`src/dnp_pkg.sv`:
```
`timescale 1ns / 1ps
// ----------------------------------------------------------------------------
// dnp_pkg: shared types and constants of the dotted network number parser
// Character codes, the classified token that crosses the queue, and the
// parse phase and number base encodings.
// ----------------------------------------------------------------------------
package dnp_pkg;

	localparam int CHAR_W          = 8;
	localparam int NET_W           = 32;
	localparam int CNT_W           = 3;
	localparam int ACC_W           = 9;
	localparam int DIGIT_W         = 4;
	localparam int PROD_W          = 13;
	localparam int OUT_TDATA_W     = 40;
	localparam int MAX_PARTS_DEF   = 4;
	localparam int QUEUE_DEPTH_DEF = 4;

	localparam logic [ACC_W-1:0]  ACC_SAT  = 9'h100;
	localparam logic [CHAR_W-1:0] BYTE_MAX = 8'hff;
	localparam logic [NET_W-1:0]  NET_ERR  = 32'hffff_ffff;

	localparam logic [CHAR_W-1:0] CH_NUL   = 8'h00;
	localparam logic [CHAR_W-1:0] CH_TAB   = 8'h09;
	localparam logic [CHAR_W-1:0] CH_CR    = 8'h0d;
	localparam logic [CHAR_W-1:0] CH_SPACE = 8'h20;
	localparam logic [CHAR_W-1:0] CH_DOT   = 8'h2e;
	localparam logic [CHAR_W-1:0] CH_ZERO  = 8'h30;
	localparam logic [CHAR_W-1:0] CH_NINE  = 8'h39;
	localparam logic [CHAR_W-1:0] CH_A_UP  = 8'h41;
	localparam logic [CHAR_W-1:0] CH_F_UP  = 8'h46;
	localparam logic [CHAR_W-1:0] CH_X_UP  = 8'h58;
	localparam logic [CHAR_W-1:0] CH_A_LO  = 8'h61;
	localparam logic [CHAR_W-1:0] CH_F_LO  = 8'h66;
	localparam logic [CHAR_W-1:0] CH_X_LO  = 8'h78;

	localparam logic [DIGIT_W-1:0] HEX_LETTER_OFS = 4'd9;

	// classified character
	typedef struct packed {
		logic               term;   // zero byte
		logic               dot;
		logic               space;
		logic               zero;   // the character '0'
		logic               x;      // 'x' or 'X'
		logic               dec;    // '0' to '9'
		logic               hexl;   // 'a'..'f' or 'A'..'F'
		logic [DIGIT_W-1:0] digit;  // digit value when dec or hexl
	} dnp_token_t;

	typedef struct packed {
		logic full;
		logic empty;
	} dnp_qstat_t;

	typedef enum logic [1:0] {
		PH_START,
		PH_ZERO,
		PH_DIGITS
	} dnp_phase_t;

	typedef enum logic [1:0] {
		BASE_DEC,
		BASE_OCT,
		BASE_HEX
	} dnp_base_t;

endpackage

```
`src/dnp_front.sv`:
```
`timescale 1ns / 1ps
// ----------------------------------------------------------------------------
// dnp_front: input side of the parser
// Accepts characters and classifies each into a token for the queue.
// ----------------------------------------------------------------------------
module dnp_front
	import dnp_pkg::*;
(
	input  logic              s_tvalid,
	output logic              s_tready,
	input  logic [CHAR_W-1:0] s_tdata,   // [7:0] char_code
	input  dnp_qstat_t        qstat,
	output logic              push,
	output dnp_token_t        token
);

	logic [CHAR_W-1:0] c;

	assign c        = s_tdata;
	assign s_tready = !qstat.full;
	assign push     = s_tvalid && !qstat.full;

	always_comb begin
		logic lower_hex;
		logic upper_hex;
		lower_hex   = (c >= CH_A_LO) && (c <= CH_F_LO);
		upper_hex   = (c >= CH_A_UP) && (c <= CH_F_UP);
		token.term  = (c == CH_NUL);
		token.dot   = (c == CH_DOT);
		token.space = (c == CH_SPACE) || ((c >= CH_TAB) && (c <= CH_CR));
		token.zero  = (c == CH_ZERO);
		token.x     = (c == CH_X_LO) || (c == CH_X_UP);
		token.dec   = (c >= CH_ZERO) && (c <= CH_NINE);
		token.hexl  = lower_hex || upper_hex;
		// letters: low nibble 1..6 maps to 10..15
		token.digit = token.dec ? c[DIGIT_W-1:0] : DIGIT_W'(c[DIGIT_W-1:0] + HEX_LETTER_OFS);
	end

endmodule

```
`src/dnp_queue.sv`:
```
`timescale 1ns / 1ps
// ----------------------------------------------------------------------------
// dnp_queue: token queue between front and back
// Small register FIFO, head visible the cycle after a write.
// ----------------------------------------------------------------------------
module dnp_queue
	import dnp_pkg::*;
#(
	parameter int DEPTH = QUEUE_DEPTH_DEF   // power of two, at least 2
) (
	input  logic       clk,
	input  logic       arst_n,
	input  logic       push,
	input  dnp_token_t push_tok,
	input  logic       pop,
	output dnp_token_t head_tok,
	output dnp_qstat_t qstat
);

	localparam int PTR_W = $clog2(DEPTH);
	localparam int CNT_QW = $clog2(DEPTH + 1);

	dnp_token_t        mem_q [DEPTH];
	logic [PTR_W-1:0]  wr_ptr_q;
	logic [PTR_W-1:0]  rd_ptr_q;
	logic [CNT_QW-1:0] count_q;

	assign head_tok    = mem_q[rd_ptr_q];
	assign qstat.full  = (count_q == CNT_QW'(DEPTH));
	assign qstat.empty = (count_q == '0);

	always_ff @(posedge clk) begin
		if (push) begin
			mem_q[wr_ptr_q] <= push_tok;
		end
	end

	always_ff @(posedge clk or negedge arst_n) begin
		if (!arst_n) begin
			wr_ptr_q <= '0;
			rd_ptr_q <= '0;
			count_q  <= '0;
		end else begin
			if (push) begin
				wr_ptr_q <= PTR_W'(wr_ptr_q + 1'b1);
			end
			if (pop) begin
				rd_ptr_q <= PTR_W'(rd_ptr_q + 1'b1);
			end
			case ({push, pop})
				2'b10:   count_q <= CNT_QW'(count_q + 1'b1);
				2'b01:   count_q <= CNT_QW'(count_q - 1'b1);
				default: count_q <= count_q;
			endcase
		end
	end

endmodule

```
`src/dnp_back.sv`:
```
`timescale 1ns / 1ps
// ----------------------------------------------------------------------------
// dnp_back: parse engine and result register
// Takes one token a cycle unless a zero byte waits; keeps part state, emits at it.
// ----------------------------------------------------------------------------
module dnp_back
	import dnp_pkg::*;
#(
	parameter int MAX_PARTS = MAX_PARTS_DEF
) (
	input  logic                   clk,
	input  logic                   arst_n,
	input  dnp_token_t             head_tok,
	input  dnp_qstat_t             qstat,
	output logic                   pop,
	output logic                   m_tvalid,
	input  logic                   m_tready,
	output logic [OUT_TDATA_W-1:0] m_tdata,   // [31:0] net_value, [34:32] part_count
	output logic                   m_tuser    // [0] valid_res
);

	// earlier parts packed; a valid result never holds more than MAX_PARTS-1
	localparam int PACK_W = (MAX_PARTS > 1) ? 8 * (MAX_PARTS - 1) : 8;

	dnp_phase_t         phase_q, phase_n;
	dnp_base_t          base_q, base_n;
	logic [ACC_W-1:0]   acc_q, acc_n;
	logic               seen_q, seen_n;
	logic [CNT_W-1:0]   parts_q, parts_n;
	logic [PACK_W-1:0]  pack_q, pack_n;
	logic               err_q, err_n;
	logic               skip_q, skip_n;

	logic               out_valid_q;
	logic               res_valid_q;
	logic [NET_W-1:0]   res_net_q;
	logic [CNT_W-1:0]   res_cnt_q;

	logic               out_free;
	logic [PROD_W-1:0]  acc_ext, prod, sum;
	logic [ACC_W-1:0]   acc_step;
	logic               part_ok;
	logic               term_ok;
	logic [PACK_W+7:0]  joined;

	assign out_free = !out_valid_q || m_tready;
	assign pop      = !qstat.empty && (!head_tok.term || out_free);

	// accumulate by the current base
	always_comb begin
		acc_ext = PROD_W'(acc_q);
		case (base_q)
			BASE_OCT: prod = acc_ext << 3;
			BASE_HEX: prod = acc_ext << 4;
			default:  prod = PROD_W'((acc_ext << 3) + (acc_ext << 1));
		endcase
		sum      = PROD_W'(prod + PROD_W'(head_tok.digit));
		acc_step = (sum > PROD_W'(BYTE_MAX)) ? ACC_SAT : sum[ACC_W-1:0];
	end

	assign part_ok = seen_q && (parts_q < CNT_W'(MAX_PARTS)) && (acc_q <= ACC_W'(BYTE_MAX));
	assign term_ok = !err_q && (skip_q || part_ok);
	assign joined  = {pack_q, acc_q[7:0]};

	always_comb begin
		logic fall;
		phase_n = phase_q;
		base_n  = base_q;
		acc_n   = acc_q;
		seen_n  = seen_q;
		parts_n = parts_q;
		pack_n  = pack_q;
		err_n   = err_q;
		skip_n  = skip_q;
		fall    = 1'b0;
		if (pop) begin
			if (head_tok.term) begin
				phase_n = PH_START;
				base_n  = BASE_DEC;
				acc_n   = '0;
				seen_n  = 1'b0;
				parts_n = '0;
				pack_n  = '0;
				err_n   = 1'b0;
				skip_n  = 1'b0;
			end else if (!err_q && !skip_q) begin
				unique case (phase_q)
					PH_START: begin
						if (head_tok.zero) begin
							seen_n  = 1'b1;
							base_n  = BASE_OCT;
							phase_n = PH_ZERO;
						end else if (head_tok.x) begin
							base_n  = BASE_HEX;
							phase_n = PH_DIGITS;
						end else begin
							phase_n = PH_DIGITS;
							fall    = 1'b1;
						end
					end
					PH_ZERO: begin
						phase_n = PH_DIGITS;
						if (head_tok.x) begin
							base_n = BASE_HEX;
						end else begin
							fall = 1'b1;
						end
					end
					default: fall = 1'b1;
				endcase
				if (fall) begin
					if (head_tok.dec) begin
						if ((base_q == BASE_OCT) && head_tok.digit[3]) begin
							err_n = 1'b1;   // 8 or 9 in an octal part
						end else begin
							acc_n  = acc_step;
							seen_n = 1'b1;
						end
					end else if ((base_q == BASE_HEX) && head_tok.hexl) begin
						acc_n  = acc_step;
						seen_n = 1'b1;
					end else if (!part_ok) begin
						err_n = 1'b1;
					end else if (head_tok.dot) begin
						pack_n  = joined[PACK_W-1:0];
						parts_n = CNT_W'(parts_q + 1'b1);
						phase_n = PH_START;
						base_n  = BASE_DEC;
						acc_n   = '0;
						seen_n  = 1'b0;
					end else if (head_tok.space) begin
						skip_n = 1'b1;
					end else begin
						err_n = 1'b1;
					end
				end
			end
		end
	end

	always_ff @(posedge clk or negedge arst_n) begin
		if (!arst_n) begin
			phase_q     <= PH_START;
			base_q      <= BASE_DEC;
			acc_q       <= '0;
			seen_q      <= 1'b0;
			parts_q     <= '0;
			pack_q      <= '0;
			err_q       <= 1'b0;
			skip_q      <= 1'b0;
			out_valid_q <= 1'b0;
		end else begin
			phase_q <= phase_n;
			base_q  <= base_n;
			acc_q   <= acc_n;
			seen_q  <= seen_n;
			parts_q <= parts_n;
			pack_q  <= pack_n;
			err_q   <= err_n;
			skip_q  <= skip_n;
			if (pop && head_tok.term) begin
				out_valid_q <= 1'b1;
			end else if (m_tready) begin
				out_valid_q <= 1'b0;
			end
		end
	end

	always_ff @(posedge clk) begin
		if (pop && head_tok.term) begin
			res_valid_q <= term_ok;
			res_net_q   <= term_ok ? NET_W'(joined) : NET_ERR;
			res_cnt_q   <= term_ok ? CNT_W'(parts_q + 1'b1) : '0;
		end
	end

	assign m_tvalid = out_valid_q;
	assign m_tuser  = res_valid_q;
	assign m_tdata  = {{(OUT_TDATA_W - NET_W - CNT_W){1'b0}}, res_cnt_q, res_net_q};

endmodule

```
`src/dotted_network_number_parser.sv`:
```
`timescale 1ns / 1ps
// ----------------------------------------------------------------------------
// dotted_network_number_parser: streaming parser for dotted network numbers
// Characters in, one packed network number out per zero-terminated string.
// ----------------------------------------------------------------------------
// Usage:
//   s_* channel: one character per request in s_tdata[7:0]; a zero byte ends
//     the string. Parts are decimal, octal (leading 0) or hex (x/X prefix),
//     dot separated, each at most 255; whitespace ends the parse.
//   m_* channel: one request per string, sent at its zero byte.
//     m_tdata[31:0] is the value packed big-endian and right aligned,
//     m_tdata[34:32] the part count, m_tuser the valid flag. On an error the
//     value is all ones and the count zero.
//   Throughput: one character per cycle while the queue is not full. A
//     character is written into the token queue before the parse engine
//     takes it, and a result is registered when its zero byte is popped.
//   Stall: a result waits in the output register; the engine keeps taking
//     characters until the next zero byte, which waits at the queue head.
//     The queue (QUEUE_DEPTH tokens) then fills and drops s_tready.
//   Reset: arst_n clears queue, parse state and output valid; the first
//     character after reset starts a new string.
// ----------------------------------------------------------------------------
module dotted_network_number_parser
	import dnp_pkg::*;
#(
	parameter int MAX_PARTS   = MAX_PARTS_DEF,
	parameter int QUEUE_DEPTH = QUEUE_DEPTH_DEF
) (
	input  logic                   clk,
	input  logic                   arst_n,
	input  logic                   s_tvalid,
	output logic                   s_tready,
	input  logic [CHAR_W-1:0]      s_tdata,    // [7:0] char_code
	output logic                   m_tvalid,
	input  logic                   m_tready,
	output logic [OUT_TDATA_W-1:0] m_tdata,    // [31:0] net_value, [34:32] part_count
	output logic                   m_tuser     // [0] valid_res
);

	dnp_token_t push_tok;   // classified character from the front
	dnp_token_t head_tok;   // oldest token in the queue
	dnp_qstat_t qstat;
	logic       push;
	logic       pop;

	// front: classify the incoming character
	dnp_front u_front (
		.s_tvalid (s_tvalid),
		.s_tready (s_tready),
		.s_tdata  (s_tdata),
		.qstat    (qstat),
		.push     (push),
		.token    (push_tok)
	);

	// queue decouples input acceptance from result back-pressure
	dnp_queue #(
		.DEPTH (QUEUE_DEPTH)
	) u_queue (
		.clk      (clk),
		.arst_n   (arst_n),
		.push     (push),
		.push_tok (push_tok),
		.pop      (pop),
		.head_tok (head_tok),
		.qstat    (qstat)
	);

	// back: parse state machine and output register
	dnp_back #(
		.MAX_PARTS (MAX_PARTS)
	) u_back (
		.clk      (clk),
		.arst_n   (arst_n),
		.head_tok (head_tok),
		.qstat    (qstat),
		.pop      (pop),
		.m_tvalid (m_tvalid),
		.m_tready (m_tready),
		.m_tdata  (m_tdata),
		.m_tuser  (m_tuser)
	);

endmodule

```
`config.mk`:
```
export PLATFORM = sky130hd
export DESIGN_NAME = dotted_network_number_parser
export DESIGN_NICKNAME = d
export VERILOG_FILES = /design/src/dnp_pkg.sv /design/src/dnp_front.sv /design/src/dnp_queue.sv /design/src/dnp_back.sv /design/src/dotted_network_number_parser.sv
export SDC_FILE = /design/constraint.sdc
export NUM_CORES = 1
export LEC_CHECK = 0
export BUFFER_PORTS_ARGS = -buffer_cell sky130_fd_sc_hd__buf_2
export CORE_MARGIN = 10
export CORE_UTILIZATION = 25
export CTS_CLUSTER_SIZE = 30
export DETAILED_ROUTE_END_ITERATION = 10
export RECOVER_POWER = 50
export SETUP_SLACK_MARGIN = 0.02
export SLEW_MARGIN = 20
export SYNTH_ARGS = -nofsm -noshare
export SYNTH_HDL_FRONTEND = slang
export SYNTH_HIERARCHICAL = 1
export SYNTH_SLANG_ARGS = --single-unit
export TNS_END_PERCENT = 1
```
`constraint.sdc`:
```
create_clock -name clk -period 8.75 [get_ports clk]
set_clock_uncertainty 0.15 [all_clocks]
set_input_delay 1.75 -clock clk [delete_from_list [all_inputs] [get_ports clk]]
set_output_delay 1.75 -clock clk [all_outputs]
set_load 0.005 [all_outputs]
```
==> impl_metrics.tcl <==
set metrics [dict create \
    core_sq_um 24460 \
    rows 57 \
    hold_viol_final 0 \
    fillCellCount 2463 \
    fin_setup_tns_ps 0 \
    yosysWarningCount 6 \
    relSlewSlack_pct -79.79 \
    cts_resized 0 \
    hp-class "reg -> reg" \
    wl_per_cell_um 14.19 \
    async_reset_ff_share_pct 38.93 \
    grt_pass1_wl_mm 19.82 \
    synth-seq-area-share_pct 58.87 \
    synth_cell_types 68 \
    grt_usage_pct 7.813 \
    cts_tree "built" \
    post_cts_buffers 0 \
    required_ps 8530 \
    path_buf_inv 2 \
    drv_slew 88 \
    grt_pass1_vias 3673 \
    final_util_pct 30.04 \
    worst_ir_drop_vdd_mv 0.1766 \
    cts-root-buf "clkbuf_16" \
    grt_max_degree 52 \
    start_util_pct 25.54 \
    overflow 0 \
    die_w_um 178.1 \
    synth.area.top_cells "edfxtp_1 (38%), dfrtp_1 (20%), ha_1 (4.6%)" \
    ys_seq_elements 131 \
    syn_avg_cell_area_sq_um 13.27 \
    cts.path.max_buffers 2 \
    worst_pin_slew_ps 2697 \
    wl_met3_um 803 \
    die_area_sq_um 31720 \
    whs_ps 343.9 \
    areaGrowthSynthToFinish_pct 17.62 \
    synth_cells 471 \
    drc_errors 0 \
    max_freq_mhz 251.6 \
    path_clk_slew_ps 60 \
    num_vias 3827 \
    synth-edff-count 80 \
    maxCapViolCount 2 \
    crit_slowest_cell "clkbuf_1" \
    io_buffers 49 \
    first_pass_iters 4 \
    critPathMaxFanout 51 \
    cts_sinks 131 \
    leakagePower_nw 2.856 \
    place_hpwl_mm 8.260 \
    yosysMostFrequentCell "edfxtp_1" \
    synthesis.area_sq_um 6248 \
    cts_max_level 4 \
    setup_viol 0 \
    synth_common_cells "edfxtp_1 (80), dfrtp_1 (51), or2_2 (32)" \
    yosys.area.top_type "edfxtp_1" \
    ios 55 \
    power.density_nw_per_um2 331.8 \
    wl_met2_mm 5.295 \
    fin_crit_sh_pct 45.42 \
    top_layer_used "met4" \
    postCtsHoldBufs 0 \
    drt_iter0_markers 316 \
    violations "max-capacitance violations, max-slew violations" \
    period_minus_slack_ps 3974 \
    antenna_left 0 \
    layout.nets 561 \
    startpoint_type "primary input" \
    globalplace.congestion 0.8029 \
    outcome "finished with violations" \
    crit_path_end_kind "asynchronous set/reset pin" \
    grt_antenna_before_repair 0 \
    vias_per_cell 4.450 \
    met1_length_mm 6.001 \
    drive_gt1_share_pct 19.03 \
    total_power_mw 2.438 \
    rsz0062_at_grt "no" \
    cts_buffers 17 \
    path_cells "buf_2 > clkbuf_1" \
    routed_wl_mm 12.20 \
    synthFlopType "edfxtp_1" \
    slowest_delay_ps 1900 \
    die_y_um 178.1 \
    antenna_cells 0 \
    crit_type "in -> async" \
    clock_latency_ps 410 \
    synth_top_area_share_pct 38.45 \
    critical-path-top-delay-family "buffers and inverters" \
    crit_arrival_ps 3760 \
]
[cell usage in the layout (no fill, tap or decap), types with 3 or more instances in the layout]
cell	n
a21o_1	8
a21oi_1	18
a221oi_1	3
a22o_1	27
a22oi_1	3
a31oi_1	3
and2_1	5
buf_2	15
clkbuf_1	36
clkbuf_16	18
clkinvlp_4	4
conb_1	5
dfrtp_1	51
edfxtp_1	80
fa_1	3
ha_1	23
inv_1	20
inv_6	3
mux4_1	3
mux4_2	8
nand2_1	27
nand2b_1	7
nand3_1	3
nor2_1	23
nor2b_1	3
nor3_1	5
nor3b_1	3
nor4b_1	4
o211ai_1	3
o21ai_0	7
o21ai_1	11
o21bai_1	3
o31ai_1	5
or2_2	32
xnor2_1	11
xor2_1	7
[power breakdown]
part	leakage (nW)	switching (mW)	internal, mW
clock	0.287	0.267	0.449
sequential	1.43	0.113	0.829
combinational	1.14	0.463	0.318
total	2.86	0.843	1.60
[per-layer routing]
layer	vias to the layer above	global-route usage [%]
li1	1856	-
met1	1873	10.88
met2	88	11.06
met3	10	2.622
met4	0	2.605
met5	-	0
[through the flow]
step	cells	area (sq um)	setup WS (ps)
global route	860	7350	4109
finish	860	7350	4776
detailed placement	828	6814	4386
global placement	828	6814	4429
CTS	860	7427	4699
floorplan	475	6264	4197
[state kept, by name, indices dropped and copies added, names as in the netlist, 2 cells and up]
signal	count
u_back/parts_q	3
u_queue/rd_ptr_q	2
u_back/res_net_q	32
u_back/res_cnt_q	3
u_queue/wr_ptr_q	2
u_back/acc_q	9
u_queue/mem_q	44
u_back/phase_q	2
u_queue/count_q	3
u_back/base_q	2
u_back/pack_q	24
[area by class of cell]
cell class / count / area, sq um / share of cell area [%]
tap: 324 / 405.4 / 5.516
sequential: 131 / 3679 / 50.05
clock inverter: 12 / 145.1 / 1.975
clock buffer: 20 / 467.9 / 6.367
timing repair buffer: 51 / 214.0 / 2.911
inverter: 20 / 75.07 / 1.021
multi-input combinational: 302 / 2364 / 32.16
[worst paths after layout]
path                                startpoint           endpoint  slack, ps  cells past startpoint
min in group asynchronous               arst_n  u_back/pack_q[19]       2130                      2
setup reg to reg           u_queue/rd_ptr_q[0]  u_back/parts_q[0]       4940                      5
setup / recovery                        arst_n    u_back/acc_q[1]       4780                      2
hold / removal               u_back/pack_q[23]  u_back/pack_q[23]        340                      1
hold reg to reg              u_back/pack_q[23]  u_back/pack_q[23]        340                      1
max in group clk           u_queue/rd_ptr_q[0]  u_back/parts_q[0]       4940                      5
[cell families (layout without fill, tap and decap cells)]
group           after synthesis  in the layout  synth area share, %
other cells                   1              5              0.06001
simple gates                135            135                12.66
mux                          15             15                4.826
fa+ha+maj                    27             27                5.727
buf+inv                      42            103                3.164
flops                       131            131                58.87
xor+xnor                     18             18                2.523
compound gates              102            102                12.17
Note: power is estimated with default switching activity, not from simulation.
